$ cat src/hw/rtl/sce_pkg.sv
package sce_pkg;

    // Container constants.
    localparam logic [31:0] FILE_MAGIC = 32'h61786772;
    localparam logic [23:0] MARK_MASK  = 24'hFFFFFF;
    localparam logic [23:0] MARK_VALUE = 24'h112A10;
    localparam logic [2:0]  SKIP_BYTES = 3'd5;

    // Depth of the command queue between the parser and the result sequencer.
    localparam int CMD_DEPTH = 4;
    localparam int CMD_PTR_W = $clog2(CMD_DEPTH);

    // Parser phases.
    typedef enum logic [3:0] {
        PH_MAGIC    = 4'd0,
        PH_VCOUNT   = 4'd1,
        PH_VARCOUNT = 4'd2,
        PH_VTYPE    = 4'd3,
        PH_VINDEX   = 4'd4,
        PH_VU16     = 4'd5,
        PH_VNAMELEN = 4'd6,
        PH_VNAME    = 4'd7,
        PH_SIZE1    = 4'd8,
        PH_SIZE2    = 4'd9,
        PH_CODE     = 4'd10,
        PH_PCOUNT   = 4'd11,
        PH_PSKIP    = 4'd12,
        PH_DONE     = 4'd13,
        PH_BAD      = 4'd14
    } t_phase;

    // One input item.
    typedef struct packed {
        logic [7:0] file_byte;
        logic       end_of_file;
    } t_in_item;

    // One result item.
    typedef struct packed {
        logic       result_kind;
        logic       is_pixel;
        logic [7:0] fragment_number;
        logic [7:0] shader_byte;
        logic       last_of_shader;
        logic       parse_ok;
    } t_out_item;

    // Work for the result sequencer: up to three window bytes, one shader byte
    // and one status result, produced in that order.
    typedef struct packed {
        logic        has_window;
        logic        has_byte;
        logic        has_status;
        logic        parse_ok;
        logic        is_pixel;
        logic [7:0]  fragment_number;
        logic [23:0] window;
        logic [7:0]  shader_byte;
        logic        last;
    } t_cmd;

endpackage

$ cat src/hw/rtl/sce_front.sv
module sce_front (
    input  logic              i_clk,
    input  logic              i_rst_n,
    input  logic              i_push,
    input  sce_pkg::t_in_item i_item,
    input  logic              i_cmd_full,
    output logic              o_cmd_write,
    output sce_pkg::t_cmd     o_cmd
);

    sce_pkg::t_phase r_phase, n_phase;
    logic [2:0]  r_fc, n_fc;
    logic [7:0]  r_acc, n_acc;
    logic        r_magic_ok, n_magic_ok;
    logic [7:0]  r_vleft, n_vleft;
    logic [7:0]  r_pleft, n_pleft;
    logic [7:0]  r_fidx, n_fidx;
    logic [7:0]  r_vars, n_vars;
    logic [7:0]  r_nleft, n_nleft;
    logic [15:0] r_bcl, n_bcl;
    logic [23:0] r_window, n_window;
    logic [1:0]  r_fill, n_fill;
    logic        r_found, n_found;
    logic        r_pix, n_pix;

    logic        accept;
    logic [7:0]  b;
    logic [15:0] bc_dec;
    logic [7:0]  vars_dec;
    logic [7:0]  name_dec;
    logic [7:0]  vleft_dec;
    logic [7:0]  pleft_dec;
    logic        do_end;
    logic        do_next_var;
    logic        bad;
    sce_pkg::t_cmd cmd;

    assign accept    = i_push && !i_cmd_full;
    assign b         = i_item.file_byte;
    assign bc_dec    = r_bcl - 16'd1;
    assign vars_dec  = r_vars - 8'd1;
    assign name_dec  = r_nleft - 8'd1;
    assign vleft_dec = r_vleft - 8'd1;
    assign pleft_dec = r_pleft - 8'd1;

    // Field parser: one byte a cycle while the command queue has room, with the work for the result side.
    always_comb begin
        n_phase    = r_phase;
        n_fc       = r_fc;
        n_acc      = r_acc;
        n_magic_ok = r_magic_ok;
        n_vleft    = r_vleft;
        n_pleft    = r_pleft;
        n_fidx     = r_fidx;
        n_vars     = r_vars;
        n_nleft    = r_nleft;
        n_bcl      = r_bcl;
        n_window   = r_window;
        n_fill     = r_fill;
        n_found    = r_found;
        n_pix      = r_pix;
        do_end      = 1'b0;
        do_next_var = 1'b0;
        bad         = 1'b0;
        cmd                 = '0;
        cmd.is_pixel        = r_pix;
        cmd.fragment_number = r_fidx;
        cmd.window          = r_window;
        cmd.shader_byte     = b;

        if (accept) begin
            unique case (r_phase)
                sce_pkg::PH_MAGIC: begin
                    n_magic_ok = r_magic_ok &&
                                 (b == sce_pkg::FILE_MAGIC[8*r_fc[1:0] +: 8]);
                    n_fc = r_fc + 3'd1;
                    if (r_fc == 3'd3) begin
                        n_phase    = n_magic_ok ? sce_pkg::PH_VCOUNT : sce_pkg::PH_BAD;
                        n_fc       = '0;
                        n_magic_ok = 1'b1;
                    end
                end
                sce_pkg::PH_VCOUNT: begin
                    n_vleft = b;
                    n_pix   = 1'b0;
                    n_fidx  = '0;
                    if (b == 8'd0) begin
                        n_phase = sce_pkg::PH_PCOUNT;
                    end else begin
                        n_phase = sce_pkg::PH_VARCOUNT;
                        n_fc    = '0;
                        n_acc   = '0;
                    end
                end
                sce_pkg::PH_VARCOUNT: begin
                    n_vars  = b;
                    n_fc    = '0;
                    n_acc   = '0;
                    n_phase = (b == 8'd0) ? sce_pkg::PH_SIZE1 : sce_pkg::PH_VTYPE;
                end
                sce_pkg::PH_VTYPE: begin
                    n_phase = sce_pkg::PH_VINDEX;
                end
                sce_pkg::PH_VINDEX: begin
                    n_phase = sce_pkg::PH_VU16;
                    n_fc    = '0;
                end
                sce_pkg::PH_VU16: begin
                    if (r_fc != 3'd0) begin
                        n_fc    = '0;
                        n_phase = sce_pkg::PH_VNAMELEN;
                    end else begin
                        n_fc = 3'd1;
                    end
                end
                sce_pkg::PH_VNAMELEN: begin
                    n_nleft = b;
                    if (b == 8'd0) begin
                        do_next_var = 1'b1;
                    end else begin
                        n_phase = sce_pkg::PH_VNAME;
                    end
                end
                sce_pkg::PH_VNAME: begin
                    n_nleft = name_dec;
                    do_next_var = (name_dec == 8'd0);
                end
                sce_pkg::PH_SIZE1: begin
                    if (r_fc == 3'd0) begin
                        n_acc = b;
                        n_fc  = 3'd1;
                    end else begin
                        n_bcl   = {b, r_acc};
                        n_fc    = '0;
                        n_acc   = '0;
                        n_phase = sce_pkg::PH_SIZE2;
                    end
                end
                sce_pkg::PH_SIZE2: begin
                    if (r_fc == 3'd0) begin
                        n_fc = 3'd1;
                    end else begin
                        n_fc     = '0;
                        n_window = '0;
                        n_fill   = '0;
                        n_found  = 1'b0;
                        if (r_bcl == 16'd0) begin
                            do_end = 1'b1;
                        end else begin
                            n_phase = sce_pkg::PH_CODE;
                        end
                    end
                end
                sce_pkg::PH_CODE: begin
                    n_bcl    = bc_dec;
                    cmd.last = (bc_dec == 16'd0);
                    if (r_found) begin
                        cmd.has_byte = 1'b1;
                    end else if (r_fill == 2'd3 &&
                                 (r_window & sce_pkg::MARK_MASK) == sce_pkg::MARK_VALUE) begin
                        n_found        = 1'b1;
                        cmd.has_window = 1'b1;
                        cmd.has_byte   = 1'b1;
                    end else begin
                        n_window = {b, r_window[23:8]};
                        if (r_fill != 2'd3) begin
                            n_fill = r_fill + 2'd1;
                        end
                    end
                    do_end = (bc_dec == 16'd0);
                end
                sce_pkg::PH_PCOUNT: begin
                    n_pleft = (b != 8'd0) ? b - 8'd1 : 8'd0;
                    n_fc    = '0;
                    n_phase = sce_pkg::PH_PSKIP;
                end
                sce_pkg::PH_PSKIP: begin
                    n_fc = r_fc + 3'd1;
                    if (n_fc == sce_pkg::SKIP_BYTES) begin
                        n_fc = '0;
                        if (r_pleft == 8'd0) begin
                            n_phase = sce_pkg::PH_DONE;
                        end else begin
                            n_pix   = 1'b1;
                            n_fidx  = '0;
                            n_phase = sce_pkg::PH_VARCOUNT;
                            n_acc   = '0;
                        end
                    end
                end
                default: begin
                end
            endcase

            // Move on to the next variable, or to the sizes after the last one.
            if (do_next_var) begin
                n_vars  = vars_dec;
                n_fc    = '0;
                n_acc   = '0;
                n_phase = (vars_dec == 8'd0) ? sce_pkg::PH_SIZE1 : sce_pkg::PH_VTYPE;
            end

            // Close a fragment and pick the next one, the next group, or the end.
            if (do_end) begin
                n_fidx = r_fidx + 8'd1;
                if (!r_pix) begin
                    n_vleft = vleft_dec;
                    if (vleft_dec == 8'd0) begin
                        n_phase = sce_pkg::PH_PCOUNT;
                    end else begin
                        n_phase = sce_pkg::PH_VARCOUNT;
                        n_fc    = '0;
                        n_acc   = '0;
                    end
                end else begin
                    n_pleft = pleft_dec;
                    if (pleft_dec == 8'd0) begin
                        n_phase = sce_pkg::PH_DONE;
                    end else begin
                        n_phase = sce_pkg::PH_VARCOUNT;
                        n_fc    = '0;
                        n_acc   = '0;
                    end
                end
            end

            // On the final byte the status is judged and all state starts over.
            if (i_item.end_of_file) begin
                bad = (n_phase == sce_pkg::PH_MAGIC) || (n_phase == sce_pkg::PH_BAD) ||
                      (n_phase == sce_pkg::PH_CODE && n_bcl != 16'd0) ||
                      (n_phase == sce_pkg::PH_SIZE2 && n_bcl != 16'd0) ||
                      (n_phase == sce_pkg::PH_SIZE1 && n_fc == 3'd1 && n_acc != 8'd0);
                cmd.has_status = 1'b1;
                cmd.parse_ok   = !bad;
                n_phase    = sce_pkg::PH_MAGIC;
                n_fc       = '0;
                n_acc      = '0;
                n_magic_ok = 1'b1;
                n_vleft    = '0;
                n_pleft    = '0;
                n_fidx     = '0;
                n_vars     = '0;
                n_nleft    = '0;
                n_bcl      = '0;
                n_window   = '0;
                n_fill     = '0;
                n_found    = 1'b0;
                n_pix      = 1'b0;
            end
        end
    end

    assign o_cmd       = cmd;
    assign o_cmd_write = accept && (cmd.has_byte || cmd.has_status);

    // Parser state registers.
    always_ff @(posedge i_clk) begin
        if (!i_rst_n) begin
            r_phase    <= sce_pkg::PH_MAGIC;
            r_fc       <= '0;
            r_acc      <= '0;
            r_magic_ok <= 1'b1;
            r_vleft    <= '0;
            r_pleft    <= '0;
            r_fidx     <= '0;
            r_vars     <= '0;
            r_nleft    <= '0;
            r_bcl      <= '0;
            r_window   <= '0;
            r_fill     <= '0;
            r_found    <= 1'b0;
            r_pix      <= 1'b0;
        end else begin
            r_phase    <= n_phase;
            r_fc       <= n_fc;
            r_acc      <= n_acc;
            r_magic_ok <= n_magic_ok;
            r_vleft    <= n_vleft;
            r_pleft    <= n_pleft;
            r_fidx     <= n_fidx;
            r_vars     <= n_vars;
            r_nleft    <= n_nleft;
            r_bcl      <= n_bcl;
            r_window   <= n_window;
            r_fill     <= n_fill;
            r_found    <= n_found;
            r_pix      <= n_pix;
        end
    end

endmodule

$ cat src/hw/rtl/sce_cmd_fifo.sv
module sce_cmd_fifo (
    input  logic          i_clk,
    input  logic          i_rst_n,
    input  logic          i_write,
    input  sce_pkg::t_cmd i_cmd,
    input  logic          i_read,
    output logic          o_full,
    output logic          o_empty,
    output sce_pkg::t_cmd o_head
);

    sce_pkg::t_cmd r_mem [sce_pkg::CMD_DEPTH];
    logic [sce_pkg::CMD_PTR_W-1:0] r_wr, n_wr;
    logic [sce_pkg::CMD_PTR_W-1:0] r_rd, n_rd;
    logic [sce_pkg::CMD_PTR_W:0]   r_count, n_count;
    logic do_write;
    logic do_read;

    assign o_full   = (r_count == (sce_pkg::CMD_PTR_W+1)'(sce_pkg::CMD_DEPTH));
    assign o_empty  = (r_count == '0);
    assign do_write = i_write && !o_full;
    assign do_read  = i_read && !o_empty;
    assign o_head   = r_mem[r_rd];

    // Pointer and occupancy update.
    always_comb begin
        n_wr    = do_write ? r_wr + 1'b1 : r_wr;
        n_rd    = do_read ? r_rd + 1'b1 : r_rd;
        n_count = r_count + (sce_pkg::CMD_PTR_W+1)'(do_write)
                          - (sce_pkg::CMD_PTR_W+1)'(do_read);
    end

    always_ff @(posedge i_clk) begin
        if (!i_rst_n) begin
            r_wr    <= '0;
            r_rd    <= '0;
            r_count <= '0;
        end else begin
            r_wr    <= n_wr;
            r_rd    <= n_rd;
            r_count <= n_count;
        end
    end

    // Entry storage.
    always_ff @(posedge i_clk) begin
        if (do_write) begin
            r_mem[r_wr] <= i_cmd;
        end
    end

endmodule

$ cat src/hw/rtl/sce_back.sv
module sce_back (
    input  logic               i_clk,
    input  logic               i_rst_n,
    input  logic               i_cmd_empty,
    input  sce_pkg::t_cmd      i_head,
    output logic               o_cmd_read,
    input  logic               i_pop,
    output logic               o_empty,
    output sce_pkg::t_out_item o_result
);

    logic [2:0] r_sub, n_sub;
    logic       r_valid, n_valid;
    sce_pkg::t_out_item r_item, n_item;

    logic [2:0] win_n;
    logic [2:0] total;
    logic       load;
    logic       final_sub;
    sce_pkg::t_out_item cur;

    assign win_n     = i_head.has_window ? 3'd3 : 3'd0;
    assign total     = win_n + 3'(i_head.has_byte) + 3'(i_head.has_status);
    assign final_sub = (r_sub == total - 3'd1);
    assign load      = !i_cmd_empty && (!r_valid || i_pop);

    // Select the result at the current position within the head command.
    always_comb begin
        cur                 = '0;
        cur.is_pixel        = i_head.is_pixel;
        cur.fragment_number = i_head.fragment_number;
        if (r_sub < win_n) begin
            cur.shader_byte = i_head.window[8*r_sub[1:0] +: 8];
        end else if (r_sub == win_n && i_head.has_byte) begin
            cur.shader_byte    = i_head.shader_byte;
            cur.last_of_shader = i_head.last;
        end else begin
            cur.result_kind     = 1'b1;
            cur.is_pixel        = 1'b0;
            cur.fragment_number = '0;
            cur.parse_ok        = i_head.parse_ok;
        end
    end

    // Output register and position counter.
    always_comb begin
        n_sub   = r_sub;
        n_valid = r_valid;
        n_item  = r_item;
        if (i_pop && r_valid) begin
            n_valid = 1'b0;
        end
        if (load) begin
            n_valid = 1'b1;
            n_item  = cur;
            n_sub   = final_sub ? 3'd0 : r_sub + 3'd1;
        end
    end

    assign o_cmd_read = load && final_sub;
    assign o_empty    = !r_valid;
    assign o_result   = r_item;

    always_ff @(posedge i_clk) begin
        if (!i_rst_n) begin
            r_sub   <= '0;
            r_valid <= 1'b0;
        end else begin
            r_sub   <= n_sub;
            r_valid <= n_valid;
        end
    end

    always_ff @(posedge i_clk) begin
        r_item <= n_item;
    end

endmodule

$ cat src/hw/rtl/shader_container_extractor_core.sv
// Channel   | Handshake           | Payload
// ----------+---------------------+-----------------------------------------
// input     | push in, full out   | i_item   (file_byte, end_of_file)
// result    | pop in, empty out   | o_result (kind, pixel, fragment, byte,
//           |                     |           last, ok)
//
// The parser takes one byte a cycle while the command queue has room.
// A byte that yields results is sequenced one result at a time: up to
// five when a marker is found on the final byte, so bursts are absorbed by
// the four-entry command queue and the output register.
// A result passes through the command queue and the output register before it is on the result ports.
// Reset is synchronous and active low; no clearing pass is needed.

module shader_container_extractor_core (
    input  logic               i_clk,
    input  logic               i_rst_n,
    input  logic               push,
    output logic               full,
    input  sce_pkg::t_in_item  i_item,
    output logic               empty,
    input  logic               pop,
    output sce_pkg::t_out_item o_result
);

    logic          cmd_write;
    logic          cmd_read;
    logic          cmd_full;
    logic          cmd_empty;
    sce_pkg::t_cmd cmd_in;
    sce_pkg::t_cmd cmd_head;

    assign full = cmd_full;

    // Parser front end.
    sce_front u_front (
        .i_clk       (i_clk),
        .i_rst_n     (i_rst_n),
        .i_push      (push),
        .i_item      (i_item),
        .i_cmd_full  (cmd_full),
        .o_cmd_write (cmd_write),
        .o_cmd       (cmd_in)
    );

    // Command queue between the two halves.
    sce_cmd_fifo u_fifo (
        .i_clk   (i_clk),
        .i_rst_n (i_rst_n),
        .i_write (cmd_write),
        .i_cmd   (cmd_in),
        .i_read  (cmd_read),
        .o_full  (cmd_full),
        .o_empty (cmd_empty),
        .o_head  (cmd_head)
    );

    // Result sequencer.
    sce_back u_back (
        .i_clk       (i_clk),
        .i_rst_n     (i_rst_n),
        .i_cmd_empty (cmd_empty),
        .i_head      (cmd_head),
        .o_cmd_read  (cmd_read),
        .i_pop       (pop),
        .o_empty     (empty),
        .o_result    (o_result)
    );

endmodule
$ cat config.mk
export PLATFORM = sky130hd
export DESIGN_NAME = shader_container_extractor_core
export DESIGN_NICKNAME = d
export VERILOG_FILES = /design/src/hw/rtl/sce_pkg.sv /design/src/hw/rtl/sce_front.sv /design/src/hw/rtl/sce_cmd_fifo.sv /design/src/hw/rtl/sce_back.sv /design/src/hw/rtl/shader_container_extractor_core.sv
export SDC_FILE = /design/constraint.sdc
export NUM_CORES = 1
export LEC_CHECK = 0
export BUFFER_PORTS_ARGS = -buffer_cell sky130_fd_sc_hd__buf_2
export CAP_MARGIN = 20
export CELL_PAD_IN_SITES_DETAIL_PLACEMENT = 1
export CELL_PAD_IN_SITES_GLOBAL_PLACEMENT = 2
export CORE_MARGIN = 8
export CORE_UTILIZATION = 35
export CTS_CLUSTER_DIAMETER = 30
export DETAILED_ROUTE_END_ITERATION = 10
export PLACE_DENSITY = 0.68
export SLEW_MARGIN = 10
export SYNTH_ARGS = -nofsm -noshare
export SYNTH_HDL_FRONTEND = slang
export SYNTH_SLANG_ARGS = --single-unit
export TNS_END_PERCENT = 1
$ cat constraint.sdc
create_clock -name i_clk -period 5.1 [get_ports i_clk]
set_input_delay 0.765 -clock i_clk [delete_from_list [all_inputs] [get_ports i_clk]]
set_output_delay 0.765 -clock i_clk [all_outputs]
set_load 0.05 [all_outputs]
==> Yosys cells after proc, flatten, opt, wreduce, memory -nomap -nowiden <==
Memories as Yosys holds them, arrays and structs flattened. A register that Yosys moved wholly into a read port is not among the register bits.
Index checks and enable logic that the tools add are counted.
{ "totals": {"ff_bits": 131, "latch_bits": 0, "mem_bits_rw": 184, "romBits": 0, "in_bits": 13, "output_inout_bits": 22, "elab_cells": 258, "memories": 1} }
{ "memory_table": {"columns": ["name", "words", "word_bits", "rd", "rd_ports_with_merged_regs", "wr", "line_no", "rtl"], "rows": [
  ["u_fifo.r_mem", 4, 46, 1, 1, 1, "sce_cmd_fifo.sv:12", "sce_pkg::t_cmd r_mem [sce_pkg::CMD_DEPTH];"]
]} }
{ "op_classes": {"n_addsub": 17, "mul": 0, "div_mod_pow": 0, "n_lt_le_gt_ge": 1, "n_eq_ne": 34, "shift": 2, "mux": 118, "bitwise_logic": 1, "n_reduce_logical": 59} }
{ "op_table": {"columns": ["cell", "n"], "rows": [
  ["8-bit 2-to-1 mux", 29],
  ["24-bit 2-to-1 mux", 4],
  ["4-bit 2-to-1 mux", 20],
  ["8-bit logical NOT", 6],
  ["16-bit 2-to-1 mux", 3],
  ["24-bit one-hot mux with 2 select lines", 1],
  ["4-bit one-hot mux with 11 select lines", 1],
  ["8-bit by 1-bit subtractor with 8-bit output (second input constant)", 5],
  ["4-bit equality test (second input constant)", 9],
  ["3-bit 2-to-1 mux", 11],
  ["16-bit logical NOT", 2],
  ["16-bit one-hot mux with 2 select lines", 1],
  ["8-bit one-hot mux with 2 select lines", 2],
  ["8-bit one-hot mux with 4 select lines", 1],
  ["32-bit by 6-bit indexed part select with 8-bit output (first input constant)", 1],
  ["1-bit 2-to-1 mux", 25],
  ["24-bit by 21-bit equality test with 1-bit output (second input constant)", 1],
  ["24-bit by 6-bit indexed part select with 8-bit output", 1],
  ["2-bit 2-to-1 mux", 11],
  ["9-bit 2-to-1 mux", 2],
  ["3-bit one-hot mux with 6 select lines", 1],
  ["4-bit by 3-bit equality test with 1-bit output (second input constant)", 4],
  ["16-bit nonzero test", 1],
  ["8-bit nonzero test", 2],
  ["other kinds (40)", 88]
]} }

==> Longest topological paths before layout <==
Gate-level depths: netlist of the first run.
{ "logic_depth": {"depth_word": 22, "ltp_mapped": 16, "mapped_depth_nobuf": 13} }

==> Modules after synthesis <==
From an unflattened synthesis of the first run, not the netlist that was laid out.
{ "hier_totals": {"cells_unflattened": 1375, "area_unflattened_um2": 15662.5} }
{ "by_module_without_submodules": {"columns": ["module", "n_inst", "cells_each", "area_each_um2", "seq_area_each_um2"], "rows": [
  ["sce_cmd_fifo", 1, 291, 7185.6, 5705.5],
  ["sce_front", 1, 979, 7134.3, 2001.9],
  ["sce_back", 1, 105, 1342.5, 680.7]
]} }

==> Worst setup path after synthesis of the first run <==
No wires, ideal clock.
{ "synth_timing": {"path_kind": "flip-flop to flip-flop", "start": "reg with a tool-made name", "end": "reg u_fifo.r_count[2] in the netlist's numbering", "setup_ns": 0.115, "arrival_ns": 4.482, "required_time_ns": 4.985, "setup_slack_ns": 0.503, "stages_incl_launch_ff": 17, "path_buffers": 3, "synth_period_minus_slack_ns": 4.597, "path_cell_list": "dfxtp_1 -> clkbuf_1 -> buf_1 -> buf_1 -> mux4_2 -> inv_1 -> fa_1 -> xor2_1 -> o211a_1 -> ha_1 -> inv_1 -> ha_1 -> inv_1 -> fa_1 -> xnor2_1 -> xnor2_1 -> and2_1"} }
{ "synth_rtl": {"columns": ["element", "line_no", "rtl"], "rows": [
  ["end signal, assigned", "sce_cmd_fifo.sv:41", "r_count <= n_count;"],
  ["end, declared", "sce_cmd_fifo.sv:15", "logic [sce_pkg::CMD_PTR_W:0] r_count, n_count;"]
]} }

==> flow_summary.yaml, run 1 <==
run_status:
  status: "complete, no violations"
power_and_ir_drop:
  ir_drop_mv: 0.253
  power_density_mw_per_mm2: 494
  power_leakage_nw: 6.77
worst_setup_path:
  crit_buf_inv: 0
  critPathSlowestCell: "dfxtp_1"
  worstPathArrival_ns: 4.44
  end_kind: "register"
  path_class: "register to register"
  cp_max_fo: 20
  critPathRequiredTime_ns: 5.40
  max_stage_delay_ns: 0.78
  cp_cell_sequence: "nor2b_1 -> and3_1 -> a221o_1 -> a2111oi_0 -> nand4_1 -> nor4_1 -> o32ai_1 -> a31oi_1"
  cp-start-kind: "register"
  cp_top_family: "simple AND/OR/NAND/NOR gates"
job:
  drv_cap: 0
synth:
  ys_seq_area_share_pct: 55.3
  synth-edff-count: 204
  synth_area_mm2: 0.0152
  synthFlopType: "edfxtp_1"
  synthCells: 1289
  syn_area_per_cell_um2: 11.8
  ys_ff_latch: 317
  async_flop_share_pct: 0
  synth_warnings: 0
  syn_nets: 1336
  synth.distinct_cells: 84
grt:
  grt-ovfl-total: 0
  antenna_found_initial: 0
  track_usage_pct: 17.6
  grt_pass1_vias: 11500
  grt_max_degree: 47
  grt_first_pass_wirelength_mm: 68.6
clocking:
  h-tree-depth: 3
  cts_buffers: 78
  cts_resized: 0
  clockRootBuffer: "clkbuf_16"
  post_cts_buffers: 0
  cts_num_sinks: 317
  clock_path_buffers: 3
  clk_pin_slew_ns: 0.04
  holdBufCountCts: 0
  clk_latency_ns: 0.58
  cts_tree: "built"
layout:
  layout-drive-gt1-share_pct: 18.9
  area_growth_pct: 23.9
  layout_common_cells: "edfxtp_1, dfxtp_1, nand2_1"
  fin_cells: 2002
  fill_cells: 4470
  final_common_cell: "edfxtp_1"
  diodes: 0
  fin_nets: 1400
min_path:
  hp-class: "register to register"
route:
  drtPass1Iterations: 5
  viasPerCell: 5.47
  drt_iter0_drc: 572
  ant_nets: 0
  drt-total-wl_mm: 44.5
  drc: 0
  dr_total_vias: 10900
  post_drt_wl_per_cell_um: 22.2
sta:
  finalHoldViolations: 0
  final.period_utilization_pct: 81.2
  rsz0062_at_grt: "false"
  min_period_ns: 4.14
  setup_ws_ns: 0.957
  fin_worst_hold_slack_ns: 0.488
  maxSlewViolCount: 0
  setup_viol: 0
  tns_ns: 0
  tightest_slew_ns: 1.04
  slew_headroom_pct: 30.6
  finalClockSkew_ns: 0.0229
  fmax_mhz: 241
floorplan:
  fp-row-count: 76
  die_w_um: 224
  die-area_mm2: 0.0502
  initial_core_util_pct: 35.3
  core_mm2: 0.0429
  die_height_um: 224
  pin_count: 35
placement:
  dp.cells: 1858
  hpwl_mm: 28.2
  place_ws_ns: 1.12
  place.gp.congestion: 0.858
  numPortBuffers: 34
==> flip-flops by register name, indices dropped and copies added (netlist names), 4 cells and up, named ones only <==
name,flops
u_front.r_nleft,8
u_fifo.r_mem,184
u_front.r_pleft,8
u_back.o_result,20
u_front.r_phase,4
u_front.r_vars,8
u_front.r_bcl,16
u_front.r_window,24
u_front.r_acc,8
u_front.r_fidx,8
u_front.r_vleft,8
==> routing by layer <==
metal  wire length, µm  part of all wire [%]  global-route usage (%)
met3              1990                   4.5                    3.41
met1             20100                    45                    22.6
met2             21200                    48                    29.1
met4              1170                   2.6                    6.75
met5                 0                     0                       0
==> cell families after synthesis <==
group           after synthesis  share of synthesized area, %
compound gates              292                          13.6
xor+xnor                     39                          2.25
fa+ha+maj                    34                          2.91
buf+inv                     136                          3.51
flops                       317                          55.3
mux                          62                          7.90
simple gates                409                          14.5
==> final cells by class <==
type | count | area [µm²] | share of cell area (%)
timing repair buffer | 69 | 445 | 2.37
clock buffer | 96 | 2100 | 11.2
tap | 585 | 732 | 3.90
clock inverter | 48 | 638 | 3.40
sequential | 317 | 8390 | 44.7
multi-input combinational | 836 | 6280 | 33.4
inverter | 51 | 191 | 1.02
==> synthesized netlist by cell type (15+ instances only) <==
cell type / count / share of area, %
a21oi_1: 45 / 1.5
a22o_1: 37 / 2.1
and2_1: 28 / 1.2
clkbuf_1: 69 / 1.7
dfxtp_1: 113 / 15
edfxtp_1: 204 / 40
ha_1: 32 / 2.6
inv_1: 51 / 1.3
mux2i_1: 15 / 0.99
mux4_2: 46 / 6.8
nand2_1: 86 / 2.1
nand2b_1: 19 / 0.78
nand3_1: 17 / 0.56
nor2_1: 74 / 1.8
nor2b_1: 49 / 2.0
nor3_1: 39 / 1.3
nor4_1: 20 / 0.83
o21ai_0: 64 / 2.1
o22ai_1: 17 / 0.70
xnor2_1: 22 / 1.3
xor2_1: 17 / 0.98
==> metrics by stage <==
step	power (mW)	utilization (%)	cell area (µm²)
finish	9.29	43.8	18800
global route	9.61	43.8	18800
CTS	9.42	43.8	18800
detailed placement	4.26	37.4	16000
global placement	4.24	37.4	16000
floorplan	3.88	-	15200
==> worst reg2reg max path, delay by kind of cell (launching register included) <==
kind | cells | cell delay, ns
AOI/OAI and AO/OA | 4 | 1.55
and+or+nand+nor | 4 | 1.54
DFF | 1 | 0.78
==> report_power, final <==
group	internal [mW]	switching [mW]	total (mW)
registers	2.93	0.0567	2.99
logic	0.362	0.852	1.21
clock network	3.54	1.55	5.09
total	6.83	2.46	9.29
==> worst paths after layout <==
check	start	slack (ns)	endpoint	cells after the start
min	u_front.r_fill[1]$_SDFFE_PN0P_	0.49	u_front.r_fill[1]$_SDFFE_PN0P_	2
max	u_front.r_phase[2]$_SDFFE_PN0P_	0.96	u_fifo.r_mem[2][42]$_DFFE_PP_	8
max reg2reg	u_front.r_phase[2]$_SDFFE_PN0P_	0.96	u_fifo.r_mem[2][42]$_DFFE_PP_	8
min reg2reg	u_front.r_fill[1]$_SDFFE_PN0P_	0.49	u_front.r_fill[1]$_SDFFE_PN0P_	2
Power figures use the tool's default switching activity.
==> run 2: changes to the inputs <==
==> constraint.sdc (replaced) <==
create_clock -name i_clk -period 4.2 [get_ports i_clk]
set_input_delay 0.63 -clock i_clk [delete_from_list [all_inputs] [get_ports i_clk]]
set_output_delay 0.63 -clock i_clk [all_outputs]
set_load 0.05 [all_outputs]
==> run 2 against run 1 <==
Non-clock buffer count grew 13. Critical path depth grew 2. Register-to-register slack lost 0.52 ns. Wire length grew 1.4%. Largest cell class unchanged. Highest routed layer is now met5.
==> flow_summary.yaml, run 2 (synthesis results as in run 1) <==
route:
  viasPerCell: 5.43
  drt-total-wl_mm: 45.1
  wl_met3_mm: 1.90
  wl_met1_mm: 20.4
  dr_total_vias: 10900
  top_layer_used: "met5"
  routed-wl-met2_mm: 21.6
  drt_iter0_drc: 653
  drc: 0
  post_drt_wl_per_cell_um: 22.4
  drtPass1Iterations: 7
  ant_nets: 0
floorplan:
  die-area_mm2: 0.0502
  pin_count: 35
  fp-row-count: 76
  die_height_um: 224
  die_w_um: 224
  initial_core_util_pct: 35.3
  core_mm2: 0.0429
power_and_ir_drop:
  swShare_pct: 27.7
  power_density_mw_per_mm2: 586
  power_frac_seq_pct: 32.9
  comb_power_share_pct: 13.5
  p_switching_mw: 3.05
  clkPwrFrac_pct: 53.6
  ir_drop_mv: 0.440
  power_leakage_nw: 6.78
  internal_power_mw: 7.97
sta:
  slew_headroom_pct: 30.8
  finalHoldViolations: 0
  tightest_slew_ns: 1.04
  final.period_utilization_pct: 89.5
  setup_ws_ns: 0.439
  setup_viol: 0
  fmax_mhz: 266
  rsz0062_at_grt: "false"
  maxSlewViolCount: 0
  finalClockSkew_ns: 0.0287
  tns_ns: 0
  min_period_ns: 3.76
grt:
  track_usage_pct: 18.1
  grt_max_degree: 47
  grt_pass1_vias: 11600
  antenna_found_initial: 1
  grt_first_pass_wirelength_mm: 70.2
  grt-ovfl-total: 0
layout:
  area_growth_pct: 24.2
  layout-drive-gt1-share_pct: 19.6
  postLayoutCellArea_mm2: 0.0188
  fin_util_pct: 43.9
  fill_cells: 4513
  diodes: 0
  top_register: "u_fifo.r_mem"
  multiInputGateArea_mm2: 0.00628
  layout_common_cells: "edfxtp_1, dfxtp_1, nand2_1"
  largest_reg_flops: 184
  final_common_cell: "edfxtp_1"
  regArea_mm2: 0.00839
  fin_nets: 1413
worst_setup_path:
  max_stage_delay_ns: 0.61
  critPathSlowestCell: "or3b_2"
  path_class: "register to register"
  regToRegSetupSlack_ns: 0.44
  cp_max_fo: 13
  worstPathArrival_ns: 4.08
  cp-start-kind: "register"
  cp-startpoint: "u_front.r_bcl[0]$_SDFFE_PN0P_"
  r2r_end: "u_fifo.r_mem[3][42]$_DFFE_PP_"
  critPathRequiredTime_ns: 4.52
  rr_worst_depth: 10
  end_kind: "register"
  cp_cell_sequence: "inv_1 -> ha_1 -> or3b_2 -> nor3_1 -> o21ai_0 -> a2111oi_0 -> nand4_1 -> nor4_1 -> o32ai_1 -> a31oi_1"
  endpoint: "u_fifo.r_mem[3][42]$_DFFE_PP_"
  rr_startpoint: "u_front.r_bcl[0]$_SDFFE_PN0P_"
clocking:
  clk_pin_slew_ns: 0.05
  clock_path_buffers: 3
  post_cts_buffers: 0
  cts_tree: "built"
  cts_resized: 0
  h-tree-depth: 3
  cts_buffers: 78
  clockRootBuffer: "clkbuf_16"
  cts_num_sinks: 317
  clk_latency_ns: 0.60
  holdBufCountCts: 0
placement:
  hpwl_mm: 28.4
  dpl-instance-area_mm2: 0.0162
  place_ws_ns: 0.460
  numPortBuffers: 34
  place.gp.congestion: 0.883
min_path:
  hp-class: "input pin to register"
  hold_depth: 3
run_status:
  status: "complete, no violations"
job:
  drv_cap: 0
## run 2: cell count changes in the layout (fill, tap and decap cells not counted), sizes merged
cell	before	now
clkinvlp	9	10
inv	54	57
clkinv	24	25
clkbuf	96	97
buf	69	82
bufinv	12	6
## run 2: power by group through the flow
| stage | Sequential, mW | Combinational [mW] | Clock (mW) |
|---|---|---|---|
| after floorplan | 4.02 | 0.687 | 0 |
| after global placement | 3.67 | 1.49 | 0 |
| after detailed placement | 3.68 | 1.51 | 0 |
| after CTS | 3.63 | 1.53 | 6.01 |
| after global routing | 3.65 | 1.61 | 6.16 |
| final | 3.63 | 1.49 | 5.90 |
## run 2: critical path: cells and delay by family, from the launching register on
family | cells | cell delay, ns
AOI/OAI and AO/OA | 4 | 1.16
adders and majority gates | 1 | 0.25
buffers and inverters | 1 | 0.14
DFF | 1 | 0.40
and+or+nand+nor | 4 | 1.56
## run 2: layer usage
metal | GRT usage [%] | up-vias
met1 | 22.9 | 5546
met4 | 7.35 | 2
met2 | 30.1 | 214
met5 | 0 | -
li1 | - | 5083
met3 | 3.54 | 90
## run 2: area by class of cell
cell class | instances | share of cell area, %
clock buffers | 97 | 11.2
flip-flops and latches | 317 | 44.6
multi-input cells | 836 | 33.4
repair buffers | 82 | 3.08
well taps | 585 | 3.89
inverters | 51 | 1.02
clock inverters | 47 | 2.81
## run 2: per-stage QoR
| stage | cells | hold slack (ns) | total power, mW |
|---|---|---|---|
| floorplan | 1289 | 0.456 | 4.71 |
| global placement | 1871 | 0.468 | 5.16 |
| detailed placement | 1871 | 0.487 | 5.19 |
| CTS | 2015 | 0.353 | 11.2 |
| global route | 2015 | 0.375 | 11.4 |
| finish | 2015 | 0.379 | 11.0 |
## run 2: how the worst min path moves through the flow
stage	from	to	slack, ns
after floorplan	u_front.r_magic_ok$_SDFFE_PN1P_	u_front.r_magic_ok$_SDFFE_PN1P_	0.46
after global placement	u_front.r_fill[1]$_SDFFE_PN0P_	u_front.r_fill[1]$_SDFFE_PN0P_	0.47
after detailed placement	u_front.r_found$_SDFFE_PN0P_	u_front.r_found$_SDFFE_PN0P_	0.49
after CTS	pop	u_back.r_valid$_SDFFE_PN0P_	0.35
after global routing	pop	u_back.r_valid$_SDFFE_PN0P_	0.37
final	pop	u_back.r_valid$_SDFFE_PN0P_	0.38
